File: src/hdl/gqiu_pkg.sv
// Package for the Givens-rotation interval update block.
// Holds sizes, operation codes, beat types and the rounding helper.
// No dependencies.
package gqiu_pkg;

    localparam int CHANNELS    = 3;
    localparam int MAX_LEN     = 64;
    localparam int LIN_ROWS    = 2 * MAX_LEN + 2;
    localparam int LIN_DEPTH   = 2 * LIN_ROWS;
    localparam int CONST_DEPTH = MAX_LEN + 1;
    localparam int STORE_DEPTH = CHANNELS * MAX_LEN;
    localparam int STORE_AW    = $clog2(STORE_DEPTH);
    localparam int LIN_AW      = $clog2(LIN_DEPTH);
    localparam int CONST_AW    = $clog2(CONST_DEPTH);
    localparam int COL_W       = $clog2(MAX_LEN);
    localparam int CH_IW       = (CHANNELS > 1) ? $clog2(CHANNELS) : 1;
    localparam int QUEUE_DEPTH = 2;

    localparam int LEN_W  = 7;
    localparam int ERR_W  = 63;
    localparam int DATA_W = 32;

    localparam logic [ERR_W-1:0] ERR_MAX = '1;

    // table entry at row 1, column 0 (length-one pre-rotation)
    localparam int LIN_PRE_ADDR = 2;

    localparam logic [2:0] OP_START      = 3'd0;
    localparam logic [2:0] OP_WRITE      = 3'd1;
    localparam logic [2:0] OP_LOAD_LIN   = 3'd2;
    localparam logic [2:0] OP_LOAD_CONST = 3'd3;
    localparam logic [2:0] OP_ADD        = 3'd4;
    localparam logic [2:0] OP_ROTATE     = 3'd5;
    localparam logic [2:0] OP_READ       = 3'd6;

    typedef struct packed {
        logic [2:0]               operation;
        logic [7:0]               index;
        logic                     column;
        logic [1:0]               channel;
        logic                     last_channel;
        logic signed [DATA_W-1:0] coef_cos;
        logic signed [DATA_W-1:0] coef_sin;
        logic signed [DATA_W-1:0] new_u;
        logic signed [DATA_W-1:0] new_a;
        logic signed [DATA_W-1:0] new_b;
    } gqiu_in_t;

    typedef struct packed {
        logic                     status;
        logic [LEN_W-1:0]         length;
        logic [ERR_W-1:0]         error_sum;
        logic signed [DATA_W-1:0] read_u;
        logic signed [DATA_W-1:0] read_a;
        logic signed [DATA_W-1:0] read_b;
    } gqiu_out_t;

    // classified command between front and back
    typedef struct packed {
        logic     bad;
        gqiu_in_t item;
    } gqiu_cmd_t;

    // round to nearest (ties up) after >> 30, saturate to 32 bits
    function automatic logic signed [DATA_W-1:0] rnd_sat(input logic signed [64:0] p);
        logic signed [65:0] r;
        logic signed [65:0] q;
        r = 66'(p) + 66'sd536870912;
        q = r >>> 30;
        if (q > 66'sd2147483647)
            return 32'sh7FFFFFFF;
        else if (q < -66'sd2147483648)
            return 32'sh80000000;
        else
            return q[31:0];
    endfunction

endpackage

File: src/hdl/gqiu_front.sv
// Front end: accepts request beats, flags bad ones, queues them for the back end.
// Depends on gqiu_pkg.
module gqiu_front import gqiu_pkg::*; (
    input  logic      clk,
    input  logic      rst_n,
    input  logic      req_valid,
    output logic      req_ready,
    input  gqiu_in_t  req,
    output logic      cmd_valid,
    input  logic      cmd_pop,
    output gqiu_cmd_t cmd
);

    localparam int QP_W = (QUEUE_DEPTH > 1) ? $clog2(QUEUE_DEPTH) : 1;
    localparam int QC_W = $clog2(QUEUE_DEPTH + 1);

    gqiu_cmd_t        cls;
    gqiu_cmd_t        q_reg [QUEUE_DEPTH];
    logic [QP_W-1:0]  wr_ptr_reg, wr_ptr_next;
    logic [QP_W-1:0]  rd_ptr_reg, rd_ptr_next;
    logic [QC_W-1:0]  count_reg, count_next;
    logic             push;
    logic             pop;

    function automatic logic [QP_W-1:0] ptr_inc(input logic [QP_W-1:0] p);
        return (p == QP_W'(QUEUE_DEPTH - 1)) ? '0 : p + 1'b1;
    endfunction

    // stateless range checks; the length check needs back-end state
    always_comb
    begin
        cls.item = req;
        cls.bad  = 1'b0;
        case (req.operation)
            OP_START:               cls.bad = int'(req.index) > MAX_LEN;
            OP_WRITE, OP_READ:      cls.bad = int'(req.index) >= MAX_LEN;
            OP_LOAD_LIN:            cls.bad = int'(req.index) >= LIN_ROWS;
            OP_LOAD_CONST:          cls.bad = int'(req.index) > MAX_LEN;
            OP_ADD:                 cls.bad = 1'b0;
            OP_ROTATE:              cls.bad = (int'(req.index) >= LIN_ROWS)
                                           || (int'(req.index >> 1) >= MAX_LEN);
            default:                cls.bad = 1'b1;
        endcase
        if (req.operation != OP_START && int'(req.channel) >= CHANNELS)
        begin
            cls.bad = 1'b1;
        end
    end

    assign req_ready = count_reg != QC_W'(QUEUE_DEPTH);
    assign push      = req_valid && req_ready;
    assign cmd_valid = count_reg != '0;
    assign pop       = cmd_pop && cmd_valid;
    assign cmd       = q_reg[rd_ptr_reg];

    always_comb
    begin
        wr_ptr_next = push ? ptr_inc(wr_ptr_reg) : wr_ptr_reg;
        rd_ptr_next = pop ? ptr_inc(rd_ptr_reg) : rd_ptr_reg;
        count_next  = count_reg;
        if (push && !pop)
            count_next = count_reg + 1'b1;
        else if (pop && !push)
            count_next = count_reg - 1'b1;
    end

    always_ff @(posedge clk or negedge rst_n)
    begin
        if (!rst_n)
        begin
            wr_ptr_reg <= '0;
            rd_ptr_reg <= '0;
            count_reg  <= '0;
        end
        else
        begin
            wr_ptr_reg <= wr_ptr_next;
            rd_ptr_reg <= rd_ptr_next;
            count_reg  <= count_next;
        end
    end

    always_ff @(posedge clk)
    begin
        if (push)
        begin
            q_reg[wr_ptr_reg] <= cls;
        end
    end

endmodule

File: config.mk
export PLATFORM = sky130hd
export DESIGN_NAME = gqiu_front
export DESIGN_NICKNAME = d
export VERILOG_FILES = /design/src/hdl/gqiu_pkg.sv /design/src/hdl/gqiu_front.sv
export SDC_FILE = /design/constraint.sdc
export NUM_CORES = 1
export LEC_CHECK = 0
export ABC_AREA = 1
export BUFFER_PORTS_ARGS = -buffer_cell sky130_fd_sc_hd__buf_2
export CAP_MARGIN = 20
export CORE_ASPECT_RATIO = 1.1
export CORE_UTILIZATION = 52
export DETAILED_ROUTE_END_ITERATION = 8
export GPL_ROUTABILITY_DRIVEN = 0
export GPL_TIMING_DRIVEN = 0
export PLACE_DENSITY = 0.79
export SYNTH_ARGS = -nofsm -noshare
export SYNTH_HDL_FRONTEND = slang
export SYNTH_SLANG_ARGS = --single-unit
File: constraint.sdc
create_clock -name clk -period 9.3 [get_ports clk]
set_input_delay 0.465 -clock clk [delete_from_list [all_inputs] [get_ports clk]]
set_output_delay 0.465 -clock clk [all_outputs]
set_load 0.02 [all_outputs]
After elaboration in Yosys (flattened, before gate mapping)
Memory sizes are Yosys's and may differ from the RTL's.
Cells that the tools add are included.
{ "word_totals": {"in_bits": 179, "word_cells": 42, "regBits": 4, "n_memories": 1, "ramBits": 352, "output_inout_bits": 178} }
{ "op_classes": {"reduce_logical": 14, "magnitude_cmp": 5, "n_addsub": 4, "n_mux": 8, "n_eq_ne": 7} }
{ "mem_list": {"columns": ["name", "depth", "width", "read_ports", "rd_clocked_by_memory_dff", "wr", "line", "text"], "rows": [
  ["q_reg", 2, 176, 1, 0, 1, "gqiu_front.sv:18", "gqiu_cmd_t q_reg [QUEUE_DEPTH];"]
]} }
{ "op_table": {"columns": ["operator", "count"], "rows": [
  ["$eq A3 B3 Y1 const B", 3],
  ["$ge A8 B7 Y1 const B", 1],
  ["$ge A8 B8 Y1 const B", 1],
  ["$gt A8 B7 Y1 const B", 1],
  ["$ge A7 B7 Y1 const B", 1],
  ["$eq A3 B2 Y1 const B", 2],
  ["$logic_and A1 B1 Y1", 5],
  ["$mux W1", 5],
  ["$pmux W1 S5", 1],
  ["$mux W2", 2],
  ["$reduce_bool A2 Y1", 2],
  ["$reduce_or A2 Y1", 2],
  ["$eq A3 B1 Y1 const B", 1],
  ["$logic_not A3 Y1", 1],
  ["$reduce_bool A3 Y1", 1],
  ["$add A1 B1 Y1 const B", 2],
  ["$add A2 B1 Y2 const B", 1],
  ["$ge A2 B2 Y1 const B", 1],
  ["$logic_not A1 Y1", 2],
  ["$ne A2 B2 Y1 const B", 1],
  ["$sub A2 B1 Y2 const B", 1],
  ["$logic_or A1 B1 Y1", 1]
]} }

Longest topological paths before layout
{ "depth": {"depth_word": 6, "mapped_depth": 8, "depth_no_buf": 8} }

Worst setup path before layout
No wires, ideal clock.
{ "synth_path": {"path_type": "flip-flop to flip-flop", "startpoint": "reg count_reg[0]", "endpoint": "mem q_reg[1][0] (netlist name), enable pin", "t_required_ns": 8.584, "path_stages_with_launch": 5, "path_buffers": 0, "synth_period_minus_slack_ns": 8.759, "arrival_ns": 8.043, "path_slack_ns": 0.541, "path_cell_list": "dfrtp_1 -> inv_1 -> nand2_1 -> nand2_1 -> nor2_1"} }
{ "synth_via": {"elab_chain_len": 4} }
{ "synth_lines": {"columns": ["item", "line", "text"], "rows": [
  ["start, declared", "gqiu_front.sv:21", "logic [QC_W-1:0] count_reg, count_next;"],
  ["start signal, assigned", "gqiu_front.sv:79", "count_reg <= count_next;"],
  ["$ne A2 B2 Y1", "gqiu_front.sv:50", "assign req_ready = count_reg != QC_W'(QUEUE_DEPTH);"],
  ["via req_ready", "gqiu_front.sv:7", "output logic req_ready,"],
  ["$logic_and A1 B1 Y1", "gqiu_front.sv:51", "assign push = req_valid && req_ready;"],
  ["$mux W1", "gqiu_front.sv:85", "if (push)"],
  ["$mux W1 (not written as such)", "gqiu_front.sv:87", "q_reg[wr_ptr_reg] <= cls;"],
  ["end, declared", "gqiu_front.sv:18", null]
]} }
The timed path passes the listed nets, and every way through them passes these cells.

Final worst setup path
{ "layout_path": {"startpoint": "reg count_reg[0]", "endpoint": "mem q_reg[1][89] (netlist name), enable pin"} }
{ "layout_via": {"elab_chain_len": 4} }
{ "layout_lines": {"columns": ["item", "line"], "rows": [
  ["$ne A2 B2 Y1", "gqiu_front.sv:50"],
  ["$logic_and A1 B1 Y1", "gqiu_front.sv:51"],
  ["$mux W1", "gqiu_front.sv:85"],
  ["$mux W1 (not written as such)", "gqiu_front.sv:87"]
]} }
No other way between the ends.

==> results.json <==
{
  "status": "complete, no violations",
  "clk_path_buf_depth": 3,
  "setup-violations-final": 0,
  "yosys_warnings": 0,
  "ir_drop_mv": 0.227,
  "detail-route-antenna-nets": 0,
  "cp-startpoint": "count_reg[0]",
  "cts_sinks": 356,
  "rrSetupSlack_ns": 6.82,
  "p_per_area_mw_per_mm2": 348,
  "setup_ws_ns": 6.82,
  "clk_latency_ns": 0.50,
  "numCtsBuffers": 36,
  "min_period_ns": 2.48,
  "dpl.hpwl_um": 20500,
  "worstMarginPinSlew_ns": 0.804,
  "dieWidth_um": 154,
  "period_share": 0.266,
  "wl_met2_um": 14800,
  "r2r_start": "count_reg[0]",
  "skew_ns": 0.00622,
  "die_h_um": 169,
  "max_freq_ghz": 0.404,
  "drt-initial-drc-count": 384,
  "cts_tree": "done",
  "finalSetupTns_ns": 0,
  "post_cts_resized": 0,
  "worstPathRequired_ns": 9.49,
  "grt_pass1_wl_um": 43700,
  "rsz0062_at_grt": "no",
  "maxCapViolations": 0,
  "place_ws_ns": 6.79,
  "grt.overflow.total": 0,
  "drc_errors": 0,
  "coreArea_mm2": 0.0246,
  "viasPerCell": 4.95,
  "syn_area_per_cell_um2": 13.6,
  "wl_met3_um": 2730,
  "reg2regPathDepth": 7,
  "largest_reg_flops": 352,
  "ys_types": 18,
  "netlist_area_mm2": 0.0132,
  "drive_gt1_frac": 0.325,
  "grt_max_degree": 34,
  "min_path_cells": 1,
  "start_kind": "flop",
  "grt_pass1_vias": 8544,
  "r2r_end": "q_reg[1][89]",
  "drv_slew": 0,
  "rows": 60,
  "top_layer_used": "met5",
  "crit_arrival_ns": 2.67,
  "worstSetupPathType": "reg -> reg",
  "hp-class": "in -> reg",
  "max_slew_margin": 0.462,
  "portBuffers": 356,
  "via_count": 8464,
  "grt_usage": 0.221,
  "clk_pin_slew_ns": 0.06,
  "ioPinCount": 357,
  "syn_to_final_growth_pct": 27.6,
  "crit_fanout": 33,
  "dr.pass1.iters": 4,
  "postSynthCellCount": 967,
  "nets": 1555,
  "fillCellCount": 1728,
  "finish.utilization": 0.681,
  "synth-seq-cells": 356,
  "dieArea_mm2": 0.0259,
  "initial_utilization": 0.534,
  "placed_cells": 1646,
  "postSynthNetCount": 1147,
  "htreeDepth": 2,
  "wire_per_inst_um": 17.1,
  "wl_met1_um": 10600,
  "wirelength_um": 29200,
  "hold_viol": 0,
  "critPathCapture": "q_reg[1][89]",
  "finalNonFillerCells": 1711,
  "antenna_found_initial": 8,
  "leakagePower_uw": 0.00730,
  "cp-end-kind": "flop",
  "seq_area_frac_synth": 0.811,
  "root_buffer": "clkbuf_16"
}
==> worst min path at each step <==
stage,from,to
floorplan,rst_n,count_reg[0]
global placement,rst_n,rd_ptr_reg
detailed placement,rst_n,count_reg[0]
CTS,req[8],q_reg[0][8]
global route,req[127],q_reg[1][127]
finish,req[127],q_reg[1][127]
==> cell type report <==
| cell class | instances | area (µm²) | area share |
|---|---|---|---|
| Buffer | 39 | 292 | 0.0174 |
| Tap cell | 310 | 388 | 0.0231 |
| Clock buffer | 47 | 983 | 0.0586 |
| Inverter | 9 | 36.3 | 0.00216 |
| Timing Repair Buffer | 370 | 2090 | 0.125 |
| Multi-Input combinational cell | 563 | 2170 | 0.129 |
| Clock inverter | 15 | 144 | 0.00858 |
| Antenna cell | 2 | 5.00 | 0.000298 |
| Sequential cell | 356 | 10700 | 0.636 |
==> cell families (layout without fill, tap and decap cells) <==
family,count (synthesis),in the layout,share of synthesized area
AO/OA/AOI/OAI,5,5,0.00209
XOR/XNOR,3,3,0.00200
adder cells (fa/ha/maj),1,1,0.000951
buffers and inverters,48,480,0.0249
flip-flops,356,356,0.811
other,0,2,0
AND/OR/NAND/NOR,554,554,0.159
==> what timing repair did <==
action,4_1_cts,5_1_grt
hold endpoints to repair,4,0
hold buffers,1,0
buffers inserted,0,0
==> placed cells by master, fill, tap and decap left out, types with 2 or more instances in the layout <==
cell,count
bufinv_16,3
buf_4,7
a21oi_1,2
diode_2,2
edfxtp_1,352
inv_1,8
nand2_1,542
nand3_1,4
buf_6,13
nor2_4,2
dfrtp_1,4
clkbuf_1,10
nor2_1,5
buf_12,8
buf_2,373
clkbuf_16,37
xor2_1,2
clkinv_2,3
clkbuf_8,2
clkinv_1,8
o21ai_0,2
buf_16,5
==> layer usage <==
metal | GRT usage | vias to the layer above
li1 | - | 4096
met1 | 0.237 | 3960
met2 | 0.394 | 327
met3 | 0.0814 | 75
met4 | 0.0878 | 6
met5 | 0 | -
==> where the power goes <==
group	switching [µW]	leakage, µW	internal [µW]
sequential	79.9	0.00331	2180
combinational	1520	0.00343	671
clock	557	0.000551	825
==> worst max-delay path, cell delays in order, from the launching register on <==
cell and delay, ns:
dfrtp_1 0.36, inv_1 0.08, nand2_1 0.08, nand2_1 0.15, nor2_4 0.65, buf_12 0.30, buf_12 0.25, buf_12 0.24
==> synthesized netlist by cell type, drive strengths merged <==
cell type | count | share of area
xor2 | 2 | 0.0013
o31ai | 1 | 0.00057
nand2 | 542 | 0.15
clkbuf | 2 | 0.00057
a21oi | 2 | 0.00076
nor2 | 7 | 0.0020
o21ai | 2 | 0.00076
nand3 | 4 | 0.0015
buf | 37 | 0.022
inv | 9 | 0.0028
ha | 1 | 0.00095
xnor2 | 1 | 0.00067
dfrtp | 4 | 0.0076
nor3 | 1 | 0.00038
edfxtp | 352 | 0.80
==> stage by stage <==
stage	hold WS [ns]	total power, µW	cell area, µm²
2_1_floorplan	0.169	3730	13200
3_3_place_gp	0.277	4530	15300
3_5_place_dp	0.283	4500	15600
4_1_cts	0.130	5880	16800
5_1_grt	0.122	6130	16800
6_report	0.152	5840	16800
Note: power is estimated with default switching activity, not from simulation.
